==> src/hw/rtl/fmoe_pkg.sv <==
// ----------------------------------------------------------------------------
// fmoe_pkg: shared types and helpers for the fm operator envelope
// Phase encoding, register indexes, field widths and the rate step lookup.
// ----------------------------------------------------------------------------
package fmoe_pkg;

    // field widths
    localparam int unsigned LEVEL_W   = 16;
    localparam int unsigned STEP_W    = 15;
    localparam int unsigned CODE_W    = 3;
    localparam int unsigned RIDX_W    = 7;
    localparam int unsigned CFG_ADR_W = 3;
    localparam int unsigned CFG_DAT_W = 7;

    // envelope phase, one-hot
    typedef enum logic [4:0] {
        PH_OFF     = 5'b00001,
        PH_ATTACK  = 5'b00010,
        PH_DECAY   = 5'b00100,
        PH_SUSTAIN = 5'b01000,
        PH_RELEASE = 5'b10000
    } phase_t;

    // phase codes as seen on the result beat
    localparam logic [CODE_W-1:0] CODE_OFF     = 3'd0;
    localparam logic [CODE_W-1:0] CODE_ATTACK  = 3'd1;
    localparam logic [CODE_W-1:0] CODE_DECAY   = 3'd2;
    localparam logic [CODE_W-1:0] CODE_SUSTAIN = 3'd3;
    localparam logic [CODE_W-1:0] CODE_RELEASE = 3'd4;

    // input kinds carried on tuser
    localparam logic FUNC_TICK = 1'b0;
    localparam logic FUNC_KEY  = 1'b1;

    // configuration register indexes
    typedef enum logic [CFG_ADR_W-1:0] {
        REG_ATTACK_RATE   = 3'd0,
        REG_DECAY_RATE    = 3'd1,
        REG_SUSTAIN_RATE  = 3'd2,
        REG_SUSTAIN_LEVEL = 3'd3,
        REG_RELEASE_RATE  = 3'd4,
        REG_KEY_SCALE     = 3'd5,
        REG_TOTAL_LEVEL   = 3'd6
    } cfg_reg_t;

    localparam logic [RIDX_W-1:0] RIDX_MAX = 7'd63;
    localparam logic [RIDX_W-1:0] RIDX_MIN = 7'd4;

    // rate step: 0 below index 4, else 1 << ((idx-4)/4), index capped at 63
    function automatic logic [STEP_W-1:0] rate_step(input logic [RIDX_W-1:0] idx);
        logic [RIDX_W-1:0] capped;
        logic [RIDX_W-1:0] offs;
        capped = (idx > RIDX_MAX) ? RIDX_MAX : idx;
        offs   = capped - RIDX_MIN;
        if (capped < RIDX_MIN) begin
            rate_step = '0;
        end else begin
            rate_step = STEP_W'(1) << offs[5:2];
        end
    endfunction

    // one-hot phase to output code, stray codes read as off
    function automatic logic [CODE_W-1:0] phase_code(input phase_t ph);
        unique case (ph)
            PH_ATTACK:  phase_code = CODE_ATTACK;
            PH_DECAY:   phase_code = CODE_DECAY;
            PH_SUSTAIN: phase_code = CODE_SUSTAIN;
            PH_RELEASE: phase_code = CODE_RELEASE;
            default:    phase_code = CODE_OFF;
        endcase
    endfunction

endpackage

==> src/hw/rtl/fm_operator_envelope.sv <==
// ----------------------------------------------------------------------------
// fm_operator_envelope: adsr envelope generator for one fm operator
// The result beat is registered and is presented in the cycle after its input beat is accepted.
// Throughput: one item per cycle while m_tready does not stall the result; the envelope state update is a single add,
// compare and clamp that closes in the accepting cycle.
// Reset: synchronous active-low aresetn clears the configuration registers, the phase to
// off, the level and the key flag; no result is pending after reset.
// ----------------------------------------------------------------------------
module fm_operator_envelope (
    input  logic                            aclk,
    input  logic                            aresetn,
    // configuration write port
    input  logic                            cfg_wr_en,
    input  logic [fmoe_pkg::CFG_ADR_W-1:0]  cfg_addr,
    input  logic [fmoe_pkg::CFG_DAT_W-1:0]  cfg_wr_data,
    // input stream
    input  logic                            s_tvalid,
    output logic                            s_tready,
    input  logic [7:0]                      s_tdata,  // [0] key_bit, [7:1] zero
    input  logic                            s_tuser,  // [0] func
    // result stream
    output logic                            m_tvalid,
    input  logic                            m_tready,
    output logic [23:0]                     m_tdata   // [15:0] env_level,
                                                      // [18:16] env_phase,
                                                      // [19] phase_restart,
                                                      // [23:20] zero
);

    // configuration registers
    logic [4:0] attack_rate_reg;
    logic [4:0] decay_rate_reg;
    logic [4:0] sustain_rate_reg;
    logic [3:0] sustain_level_reg;
    logic [3:0] release_rate_reg;
    logic [1:0] key_scale_reg;
    logic [6:0] total_level_reg;

    // envelope state
    fmoe_pkg::phase_t                phase_reg, phase_next;
    logic [fmoe_pkg::LEVEL_W-1:0]    level_reg, level_next;
    logic                            key_reg, key_next;
    logic                            restart_next;

    // result register
    logic                            m_valid_reg;
    logic [23:0]                     m_data_reg;

    logic                            in_fire;
    logic [fmoe_pkg::RIDX_W-1:0]     rate_idx;
    logic [fmoe_pkg::STEP_W-1:0]     step;
    logic [fmoe_pkg::LEVEL_W:0]      rise;
    logic [fmoe_pkg::LEVEL_W-1:0]    fall;
    logic [fmoe_pkg::LEVEL_W-1:0]    ceil_lvl;
    logic [fmoe_pkg::LEVEL_W-1:0]    sus_lvl;
    logic                            key_bit;
    logic                            func;

    assign key_bit  = s_tdata[0];
    assign func     = s_tuser;

    // accept while the result slot is empty or being drained
    assign s_tready = !m_valid_reg || m_tready;
    assign in_fire  = s_tvalid && s_tready;

    // configuration writes, unknown indexes dropped
    always_ff @(posedge aclk) begin
        if (!aresetn) begin
            attack_rate_reg   <= '0;
            decay_rate_reg    <= '0;
            sustain_rate_reg  <= '0;
            sustain_level_reg <= '0;
            release_rate_reg  <= '0;
            key_scale_reg     <= '0;
            total_level_reg   <= '0;
        end else if (cfg_wr_en) begin
            unique case (fmoe_pkg::cfg_reg_t'(cfg_addr))
                fmoe_pkg::REG_ATTACK_RATE:   attack_rate_reg   <= cfg_wr_data[4:0];
                fmoe_pkg::REG_DECAY_RATE:    decay_rate_reg    <= cfg_wr_data[4:0];
                fmoe_pkg::REG_SUSTAIN_RATE:  sustain_rate_reg  <= cfg_wr_data[4:0];
                fmoe_pkg::REG_SUSTAIN_LEVEL: sustain_level_reg <= cfg_wr_data[3:0];
                fmoe_pkg::REG_RELEASE_RATE:  release_rate_reg  <= cfg_wr_data[3:0];
                fmoe_pkg::REG_KEY_SCALE:     key_scale_reg     <= cfg_wr_data[1:0];
                fmoe_pkg::REG_TOTAL_LEVEL:   total_level_reg   <= cfg_wr_data[6:0];
                default: ;
            endcase
        end
    end

    // rate index for the current phase
    always_comb begin
        unique case (phase_reg)
            fmoe_pkg::PH_ATTACK:  rate_idx = {1'b0, attack_rate_reg, 1'b0}
                                             + {5'b0, key_scale_reg};
            fmoe_pkg::PH_DECAY:   rate_idx = {1'b0, decay_rate_reg, 1'b0}
                                             + {5'b0, key_scale_reg};
            fmoe_pkg::PH_SUSTAIN: rate_idx = {1'b0, sustain_rate_reg, 1'b0}
                                             + {5'b0, key_scale_reg};
            default:              rate_idx = {1'b0, release_rate_reg, 2'b10}
                                             + {5'b0, key_scale_reg};
        endcase
    end

    assign step     = fmoe_pkg::rate_step(rate_idx);
    assign rise     = {1'b0, level_reg} + {2'b0, step};
    assign fall     = (level_reg > {1'b0, step}) ? (level_reg - {1'b0, step}) : '0;
    assign ceil_lvl = {7'd127 - total_level_reg, 9'b0};
    assign sus_lvl  = {4'd15 - sustain_level_reg, 12'b0};

    // next envelope state for one item
    always_comb begin
        phase_next   = phase_reg;
        level_next   = level_reg;
        key_next     = key_reg;
        restart_next = 1'b0;
        if (func == fmoe_pkg::FUNC_KEY) begin
            if (key_bit) begin
                key_next     = 1'b1;
                phase_next   = fmoe_pkg::PH_ATTACK;
                level_next   = '0;
                restart_next = 1'b1;
            end else begin
                key_next = 1'b0;
                if (phase_reg != fmoe_pkg::PH_OFF) begin
                    phase_next = fmoe_pkg::PH_RELEASE;
                end
            end
        end else begin
            unique case (phase_reg)
                fmoe_pkg::PH_ATTACK: begin
                    if (!key_reg) begin
                        phase_next = fmoe_pkg::PH_RELEASE;
                    end else if (rise >= {1'b0, ceil_lvl}) begin
                        level_next = ceil_lvl;
                        phase_next = fmoe_pkg::PH_DECAY;
                    end else begin
                        // below the ceiling, so it fits sixteen bits
                        level_next = rise[fmoe_pkg::LEVEL_W-1:0];
                    end
                end
                fmoe_pkg::PH_DECAY: begin
                    if (!key_reg) begin
                        phase_next = fmoe_pkg::PH_RELEASE;
                    end else begin
                        level_next = fall;
                        if (fall <= sus_lvl) begin
                            phase_next = fmoe_pkg::PH_SUSTAIN;
                        end
                    end
                end
                fmoe_pkg::PH_SUSTAIN: begin
                    if (!key_reg) begin
                        phase_next = fmoe_pkg::PH_RELEASE;
                    end else begin
                        level_next = fall;
                    end
                end
                fmoe_pkg::PH_RELEASE: begin
                    level_next = fall;
                    if (level_reg <= {1'b0, step}) begin
                        phase_next = fmoe_pkg::PH_OFF;
                    end
                end
                default: begin
                    // off, and any stray code behaves as off
                    if (key_reg) begin
                        phase_next = fmoe_pkg::PH_ATTACK;
                        level_next = '0;
                    end
                end
            endcase
        end
    end

    // state and result registers
    always_ff @(posedge aclk) begin
        if (!aresetn) begin
            phase_reg   <= fmoe_pkg::PH_OFF;
            level_reg   <= '0;
            key_reg     <= 1'b0;
            m_valid_reg <= 1'b0;
        end else begin
            if (in_fire) begin
                phase_reg   <= phase_next;
                level_reg   <= level_next;
                key_reg     <= key_next;
                m_valid_reg <= 1'b1;
            end else if (m_tready) begin
                m_valid_reg <= 1'b0;
            end
        end
    end

    // result payload
    always_ff @(posedge aclk) begin
        if (in_fire) begin
            m_data_reg <= {4'b0, restart_next, fmoe_pkg::phase_code(phase_next),
                           level_next};
        end
    end

    assign m_tvalid = m_valid_reg;
    assign m_tdata  = m_data_reg;

endmodule
==> config.mk <==
export PLATFORM = sky130hd
export DESIGN_NAME = fm_operator_envelope
export DESIGN_NICKNAME = d
export VERILOG_FILES = /design/src/hw/rtl/fmoe_pkg.sv /design/src/hw/rtl/fm_operator_envelope.sv
export SDC_FILE = /design/constraint.sdc
export NUM_CORES = 1
export LEC_CHECK = 0
export BUFFER_PORTS_ARGS = -buffer_cell sky130_fd_sc_hd__clkbuf_2
export CAP_MARGIN = 20
export CORE_AREA = 4 4 106 108
export DETAILED_ROUTE_END_ITERATION = 8
export DIE_AREA = 0 0 110 112
export PLACE_DENSITY = 0.81
export SYNTH_ARGS = -nofsm -noshare
export SYNTH_HDL_FRONTEND = slang
export SYNTH_SLANG_ARGS = --single-unit
==> constraint.sdc <==
create_clock -name aclk -period 8.05 [get_ports aclk]
set_input_delay 1.61 -clock aclk [delete_from_list [all_inputs] [get_ports aclk]]
set_output_delay 1.61 -clock aclk [all_outputs]
set_load 0.03 [all_outputs]
# Word-level counts from Yosys, hierarchy flattened
# Cells that the tools add are included.
# Widths: inputs -> output; s select.
dict set report word_totals {
  regBits 75
  wordCells 84
  out_inout_bits 26
  in_bits 24
}
dict set report classes {
  addsub 9
  shift 1
  magnitude_cmp 6
  n_reduce_logical 14
  muxes 26
  n_eq_ne 15
}
# cell count
set op_table {}
lappend op_table {{$mux 16} 7}
lappend op_table {{$mux 5} 10}
lappend op_table {{$pmux 16 s3} 1}
lappend op_table {{$add 6x2->7} 4}
lappend op_table {{$pmux 7 s3} 1}
lappend op_table {{$pmux 5 s4} 1}
lappend op_table {{$add 16x15->17} 1}
lappend op_table {{$ge 17x16->1} 1}
lappend op_table {{$gt 16x15->1} 1}
lappend op_table {{$le 16x15->1} 1}
lappend op_table {{$le 16x16->1} 1}
lappend op_table {{$reduce_and 2->1} 8}
lappend op_table {{$sub 16x15->16} 1}
lappend op_table {{$mux 15} 1}
lappend op_table {{$shl 1x4->15 const A} 1}
lappend op_table {{$pmux 3 s4} 1}
lappend op_table {{$eq 5x2->1 const B} 2}
lappend op_table {{$eq 5x3->1 const B} 2}
lappend op_table {{$eq 5x4->1 const B} 2}
lappend op_table {{$eq 5x5->1 const B} 2}
lappend op_table {{$eq 3x3->1 const B} 3}
lappend op_table {{$gt 7x6->1 const B} 1}
lappend op_table {{$lt 7x3->1 const B} 1}
lappend op_table {{$mux 7} 1}
lappend op_table {{other kinds (13)} 16}

# Logic depth before layout (Yosys ltp)
# Gate-level depths: netlist (run 1).
dict set report depth {
  word_depth 16
  ltp_mapped 33
  mapped_depth_nobuf 31
}

# Worst setup path before layout (run 1)
# Ideal clock, no wire load.
dict set report synth_path {
  path_kind {reg-to-reg}
  startpoint {register phase_reg[4]}
  endpoint {register m_data_reg[16], in the netlist m_tdata[16] (data pin)}
  setup_ps 256
  period_less_slack_ps 6619
  path_stages_with_launch 30
  path_buffers 2
  arrival_time_ps 6363
  path_slack_ps 1431
  t_required_ps 7794
  path_cell_list {dfxtp_1 > clkbuf_1 > nor3_1 > nor3b_2 > nor2_1 > o21ai_0 > nand2_1 > ha_1 > ha_1 > nand3_1 > mux2_2 > nor2_1 > nand2_1 > ha_1 > buf_1 > o21bai_1 > a21oi_1 > o311ai_0 > a21oi_1 > a221oi_1 > xnor2_1 > ha_1 > nand3_1 > nor4_1 > o2111ai_1 > or4_1 > nand2_1 > o211ai_1 > xor2_1 > a41o_1}
}
dict set report synth_between {
  elab_chain_cells 16
  elab_cells_between_ends 35
  cone_classes {add/sub (3); order compare (6); eq/ne (9); shift (1); mux (16)}
}
# element line_no
set synth_rtl {}
lappend synth_rtl {{from (decl)} fm_operator_envelope.sv:40} ;# fmoe_pkg::phase_t phase_reg, phase_next;
lappend synth_rtl {{from (signal assigned)} fm_operator_envelope.sv:178} ;# phase_reg <= fmoe_pkg::PH_OFF;
lappend synth_rtl {{from (signal assigned)} fm_operator_envelope.sv:184} ;# phase_reg <= phase_next;
lappend synth_rtl {{$eq 5x4->1, or another cell as far along} {fm_operator_envelope.sv:92, fm_operator_envelope.sv:129}}
lappend synth_rtl {{$pmux 7 s3} fm_operator_envelope.sv:92} ;# unique case (phase_reg)
lappend synth_rtl {{$gt 7x6->1} fmoe_pkg.sv:53} ;# capped = (idx > RIDX_MAX) ? RIDX_MAX : idx;
lappend synth_rtl {{$mux 7} fmoe_pkg.sv:53}
lappend synth_rtl {{$sub 6x3->6} fmoe_pkg.sv:54} ;# offs = capped - RIDX_MIN;
lappend synth_rtl {{$shl 1x4->15} fmoe_pkg.sv:58} ;# rate_step = STEP_W'(1) << offs[5:2];
lappend synth_rtl {{$mux 15} fmoe_pkg.sv:55} ;# if (capped < RIDX_MIN) begin
lappend synth_rtl {{$sub 16x15->16 / $gt 16x15->1 (equally long branches)} fm_operator_envelope.sv:106} ;# assign fall = (level_reg > {1'b0, step}) ? (level_reg - {1'b0, step}) : '0;
lappend synth_rtl {{$mux 16} fm_operator_envelope.sv:106}
lappend synth_rtl {{$le 16x16->1} fm_operator_envelope.sv:146} ;# if (fall <= sus_lvl) begin
lappend synth_rtl {{$mux 5} fm_operator_envelope.sv:146}
lappend synth_rtl {{$mux 5} fm_operator_envelope.sv:142} ;# if (!key_reg) begin
lappend synth_rtl {{$pmux 5 s4} fm_operator_envelope.sv:129} ;# unique case (phase_reg)
lappend synth_rtl {{$mux 5 *} fm_operator_envelope.sv:116} ;# if (func == fmoe_pkg::FUNC_KEY) begin
lappend synth_rtl {{$eq 5x5->1, or another cell as far along} fmoe_pkg.sv:64} ;# unique case (ph)
lappend synth_rtl {{$pmux 3 s4 *} fmoe_pkg.sv:64}
lappend synth_rtl {{to (signal assigned)} fm_operator_envelope.sv:197} ;# m_data_reg <= {4'b0, restart_next, fmoe_pkg::phase_code(phase_next),
lappend synth_rtl {{to (decl)} fm_operator_envelope.sv:47} ;# logic [23:0] m_data_reg;
# Every way passes the cells marked *; elsewhere a longest branch is shown, timed or not.
# A chain may end at the register's enable or synchronous reset.

# Worst setup path in the final report (run 1)
dict set report layout_path {
  startpoint {register phase_reg[2]}
  endpoint {register m_data_reg[12], in the netlist m_tdata[12] (data pin)}
}
dict set report layout_between {
  elab_chain_cells 13
  elab_cells_between_ends 22
  cone_classes {add/sub (3); order compare (4); eq/ne (4); shift (1); mux (9); reduce/logical (1)}
}
# element line_no
set layout_rtl {}
lappend layout_rtl {{$eq 5x4->1, or another cell as far along} {fm_operator_envelope.sv:92, fm_operator_envelope.sv:129}}
lappend layout_rtl {{$pmux 7 s3} fm_operator_envelope.sv:92}
lappend layout_rtl {{$gt 7x6->1} fmoe_pkg.sv:53}
lappend layout_rtl {{$mux 7} fmoe_pkg.sv:53}
lappend layout_rtl {{$sub 6x3->6} fmoe_pkg.sv:54}
lappend layout_rtl {{$shl 1x4->15} fmoe_pkg.sv:58}
lappend layout_rtl {{$mux 15} fmoe_pkg.sv:55}
lappend layout_rtl {{$add 16x15->17} fm_operator_envelope.sv:105} ;# assign rise = {1'b0, level_reg} + {2'b0, step};
lappend layout_rtl {{$ge 17x16->1} fm_operator_envelope.sv:133} ;# end else if (rise >= {1'b0, ceil_lvl}) begin
lappend layout_rtl {{$mux 16} fm_operator_envelope.sv:133}
lappend layout_rtl {{$mux 16} fm_operator_envelope.sv:131} ;# if (!key_reg) begin
lappend layout_rtl {{$pmux 16 s3 *} fm_operator_envelope.sv:129}
lappend layout_rtl {{$mux 16 *} fm_operator_envelope.sv:116}
lappend layout_rtl {{net level_next (one bit)} fm_operator_envelope.sv:41} ;# logic [fmoe_pkg::LEVEL_W-1:0] level_reg, level_next;
# The timed path passes the listed nets; every way through them passes the cells marked *.

==> reports/results.ini, run 1 <==
[status]
status = completed

[floorplanning]
io_pins = 50
rows = 37
dieWidth_um = 110
start_util_pct = 61.0
core_um2 = 10200
die-area_um2 = 12300
die_y_um = 112

[sta]
rsz0062_at_grt = false
setup_viol = 0
min_period_over_period_pct = 93.2
max_slew_margin_pct = 28.8
hold_viol_final = 0
skew_ns = 0.0143
fin_setup_tns_ns = 0
slew_violations = 0
period_minus_slack_ns = 7.51
fmax_mhz = 133
worst_pin_slew_ns = 1.07

[clock_tree]
cts-root-buf = clkbuf_8
clk_latency_ns = 0.37
clk_pin_slew_worst_paths_ns = 0.09
cts_tree = done
htreeDepth = 3
cts_buffers = 9
cts_buffer_depth = 2
cts.sinks = 74

[layout]
largest_reg_flops = 20
final_cell_mix = 91 x nor2_1, 75 x nand2_1, 62 x a21oi_1
diodes = 0
final_common_cell = nor2_1
drive_gt1_share_pct = 12.7
utilization_pct = 66.9
fin_nets = 889
area_growth_pct = 9.62
fin_cells = 961
regArea_um2 = 1680
multi_input_area_um2 = 4280
fillCellCount = 861

[synthesis]
synth_cells = 793
synth.largest_area_cell = dfxtp_1
synth_cell_type_count = 88
ys_ff_latch = 74
synth_area_leaders = dfxtp_1 17%, edfxtp_1 9.6%, ha_1 8.6%
synth_top_area_share_pct = 17.3
syn_avg_cell_area_um2 = 7.87
yosysSeqAreaShare_pct = 26.9
synth_warnings = 0
syn_area_um2 = 6240
synth_edf_count = 20
synth_top_flop_cell = dfxtp_1
synthArstFlopShare_pct = 0

[routing]
detail-route-antenna-nets = 0
num_vias = 6447
wl_per_cell_um = 20.4
drc_errors = 0
vias_per_cell = 6.71
drt_wl_total_um = 19600
first_pass_iters = 7
drt_iter0_drc = 649

[hold_path]
holdCritStartpoint = total_level_reg[0]$_SDFFE_PN0P_
hp-class = flop to flop

[critical_path]
reg2reg_from = phase_reg[2]$_SDFFE_PN0P_
crit_fanout = 11
startpoint_type = flop
max_stage_delay_ns = 0.56
cpMostUsedCell = nand2_1
crit_path_start = phase_reg[2]$_SDFFE_PN0P_
endpoint_kind = flop
worstPathArrival_ns = 7.61
slowest_stage = or4_1
critical_path_required_ns = 8.15
path_class = flop to flop

[global_routing]
grt_pass1_wl_um = 30200
grt_pass1_vias = 5942
grt_start_max_net_pins = 41
grt_usage_pct = 31.3
antenna_found_initial = 0
grt-ovfl-total = 0

[power]
leakagePower_uw = 0.00297
power.total_uw = 961
peakVddDrop_mv = 0.0991
p_per_area_nw_per_um2 = 140

[job]
cap_violations = 0

[placed_design]
hpwl_um = 14900
numPortBuffers = 38
globalplace.congestion = 0.995
placed_cells = 944

-- synth_stat cells (4+ instances only) --
cell and count:
and2_1 4, buf_4 4, and3_1 8, inv_1 39
nand4b_1 7, or2_2 5, nand2b_1 13, mux2i_1 27
o21ai_0 46, a31oi_1 7, o2111ai_1 5, nor3_1 23
o21bai_1 6, edfxtp_1 20, nand4_1 6, nor2b_1 6
o211a_1 4, xor2_1 6, a221oi_1 6, nor3b_1 5
nor2_1 92, xnor2_1 20, buf_2 4, a22oi_1 6
a222oi_1 4, dfxtp_1 54, nand2_1 76, a211oi_1 12
nand3_1 26, o211ai_1 11, ha_1 43, a21oi_1 62
nor4_1 6, clkbuf_1 30, a21o_1 16, o21a_1 6
o31ai_1 7
-- critical path: cells and delay by family, from the launching register on --
family	cells	cell delay (ns)
simple gates	12	2.99
compound gates	9	1.90
fa+ha+maj	3	1.04
flops	1	0.47
xor+xnor	2	0.45
buf+inv	2	0.38
-- report_power, final --
part	switching (µW)	internal [µW]	total, µW	leakage (µW)
logic	152	76.1	228	0.00221
clock network	169	156	324	0.000113
registers	12.4	396	408	0.000641
-- cells by family after synthesis --
group	count (synthesis)	share of synthesized area, %
compound gates	248	28.1
simple gates	287	21.9
buf+inv	84	5.61
mux	28	4.51
xor+xnor	26	3.65
other cells	1	0.0601
fa+ha+maj	45	9.26
flops	74	26.9
-- cell type report --
type	count	share of cell area (%)
multi-input combinational	638	62.6
sequential	74	24.6
timing repair buffer	54	4.83
clock buffer	11	2.54
tap	136	2.49
inverter	43	2.36
clock inverter	5	0.640
-- per-layer routing --
layer / wire length (µm) / part of all wire [%] / track usage, % / up-vias
met5: 0 / 0 / 0 / -
met3: 2080 / 11 / 5.97 / 89
li1: - / - / - / 2972
met2: 8820 / 45 / 49.3 / 396
met1: 7520 / 38 / 40.0 / 2990
met4: 1150 / 5.9 / 16.3 / 0
-- timing repair --
| action | 4_1_cts | 5_1_grt |
|---|---|---|
| endpoints found under the setup margin | 0 | 38 |
| buffers inserted | 0 | 0 |
| hold buffers | 0 | 0 |
| gates resized for setup | 0 | 15 |
-- final timing paths --
path / slack, ns / cells past startpoint / end
hold / removal: 0.48 / 2 / total_level_reg[0]$_SDFFE_PN0P_
setup / recovery: 0.54 / 28 / m_tdata[12]$_DFFE_PP_
hold reg to reg: 0.48 / 2 / total_level_reg[0]$_SDFFE_PN0P_
setup reg to reg: 0.54 / 28 / m_tdata[12]$_DFFE_PP_
-- metrics by stage --
step	hold slack [ns]	instance area (µm²)	worst slack (ns)
2_1_floorplan	0.436	6250	1.43
3_3_place_gp	0.452	6540	0.377
3_5_place_dp	0.468	6540	0.168
4_1_cts	0.481	6760	0.114
5_1_grt	0.500	6840	0.00148
6_report	0.483	6840	0.544
Note: power is estimated with default switching activity, not from simulation.
==> run 2, diff against run 1 <==
REMOVE_ABC_BUFFERS = 1   (was unset)
==> reports/results.ini, run 2 (synthesis gave the netlist of run 1 again) <==
[routing]
drc_errors = 0
num_vias = 6479
first_pass_iters = 9
drt_wl_total_um = 19900
detail-route-antenna-nets = 0
drt_iter0_drc = 637
wl_per_cell_um = 20.4
vias_per_cell = 6.64

[layout]
diodes = 0
final_cell_mix = 92 x nor2_1, 76 x nand2_1, 62 x a21oi_1
largest_reg_flops = 20
area_growth_pct = 10.6
final_common_cell = nor2_1
drive_gt1_share_pct = 13.3
fin_nets = 904
design_area_um2 = 6910

[placed_design]
place_area_um2 = 6650
globalplace.congestion = 0.982
numPortBuffers = 38
hpwl_um = 15200

[floorplanning]
core_um2 = 10200
start_util_pct = 61.0
rows = 37
die-area_um2 = 12300
io_pins = 50
die_y_um = 112
dieWidth_um = 110

[power]
peakVddDrop_mv = 0.119
swShare_pct = 32.7
power_frac_clock_pct = 34.5
p_int_uw = 650
leakagePower_uw = 0.00302
p_seq_share_pct = 42.2
comb_power_share_pct = 23.3
p_per_area_nw_per_um2 = 140
switchingPower_uw = 316

[sta]
holdWs_ns = 0.461
fin_setup_tns_ns = 0
setup_viol = 0
min_period_over_period_pct = 93.8
slew_violations = 0
fmax_mhz = 132
rsz0062_at_grt = false
period_minus_slack_ns = 7.55
max_slew_margin_pct = 26.9
skew_ns = 0.0118
worst_pin_slew_ns = 1.09
hold_viol_final = 0

[clock_tree]
htreeDepth = 3
cts_buffer_depth = 2
cts.sinks = 74
clk_pin_slew_worst_paths_ns = 0.09
cts_tree = done
cts-root-buf = clkbuf_8
cts_buffers = 9
clk_latency_ns = 0.35

[critical_path]
slowest_stage = a221oi_1
critical_path_required_ns = 8.16
startpoint_type = flop
max_stage_delay_ns = 0.48
worstPathArrival_ns = 7.65
crit_fanout = 8
endpoint_kind = flop
path_class = flop to flop

[hold_path]
hp-class = flop to flop

[global_routing]
grt_start_max_net_pins = 41
antenna_found_initial = 1
grt_pass1_wl_um = 32100
grt-ovfl-total = 0
grt_pass1_vias = 6339
grt_usage_pct = 33.1

[job]
cap_violations = 0

[status]
status = completed

run 2: changes by cell type in the layout (fill, tap and decap cells not counted), sizes merged:
cell,delta
inv,-3
clkinv,+3
buf,+14
bufinv,+2
clkbuf,-1
run 2: area by class of cell:
type	instances	area [µm²]
Multi-Input combinational cell	638	4250
Fill cell	884	3330
Sequential cell	74	1680
Timing Repair Buffer	69	420
Tap cell	136	170
Inverter	43	161
Clock buffer	9	124
Clock inverter	7	100
run 2: path summary, 6_finish.rpt:
kind	startpoint	endpoint	slack, ns	depth (start not counted)
worst max register to register	phase_reg[0]$_SDFFE_PN1P_	m_tdata[8]$_DFFE_PP_	0.50	33
worst min register to register	total_level_reg[0]$_SDFFE_PN0P_	total_level_reg[0]$_SDFFE_PN0P_	0.46	2
worst max-delay path	phase_reg[0]$_SDFFE_PN1P_	m_tdata[8]$_DFFE_PP_	0.50	33
worst min-delay path	total_level_reg[0]$_SDFFE_PN0P_	total_level_reg[0]$_SDFFE_PN0P_	0.46	2
run 2: critical path: cells and delay by family, from the launching register on:
kind | cells | cell delay, ns
AND/OR/NAND/NOR | 12 | 2.48
XOR/XNOR | 2 | 0.37
flip-flops | 1 | 0.42
buffers and inverters | 4 | 0.68
adder cells (fa/ha/maj) | 5 | 1.40
AO/OA/AOI/OAI | 10 | 1.93
run 2: timing repair:
action	CTS	global route
endpoints found under the setup margin	0	36
setup buffers	0	0
gates resized for setup	0	7
hold buffers	0	0
run 2: power groups by stage:
stage                     Clock (µW)  Sequential [µW]  Combinational [µW]
final                            333              408                 225
after floorplan                    0              427                 134
after global routing             352              410                 244
after global placement             0              415                 213
after detailed placement           0              416                 217
after CTS                        333              407                 219
run 2: metal layers:
layer / track usage [%] / vias up / wire [µm]
li1: - / 2997 / -
met5: 0 / - / 0
met1: 43.3 / 3038 / 8090
met3: 6.03 / 81 / 1770
met2: 52.2 / 363 / 9100
met4: 15.5 / 0 / 968
run 2: metrics by stage:
stage / util (%) / cells / setup WS [ns] / total power, µW
floorplan: - / 755 / 1.38 / 561
global placement: 65.0 / 959 / 0.619 / 628
detailed placement: 65.0 / 959 / 0.472 / 633
CTS: 67.2 / 975 / 0.429 / 959
global route: 67.5 / 976 / 0.0255 / 1010
finish: 67.5 / 976 / 0.503 / 966
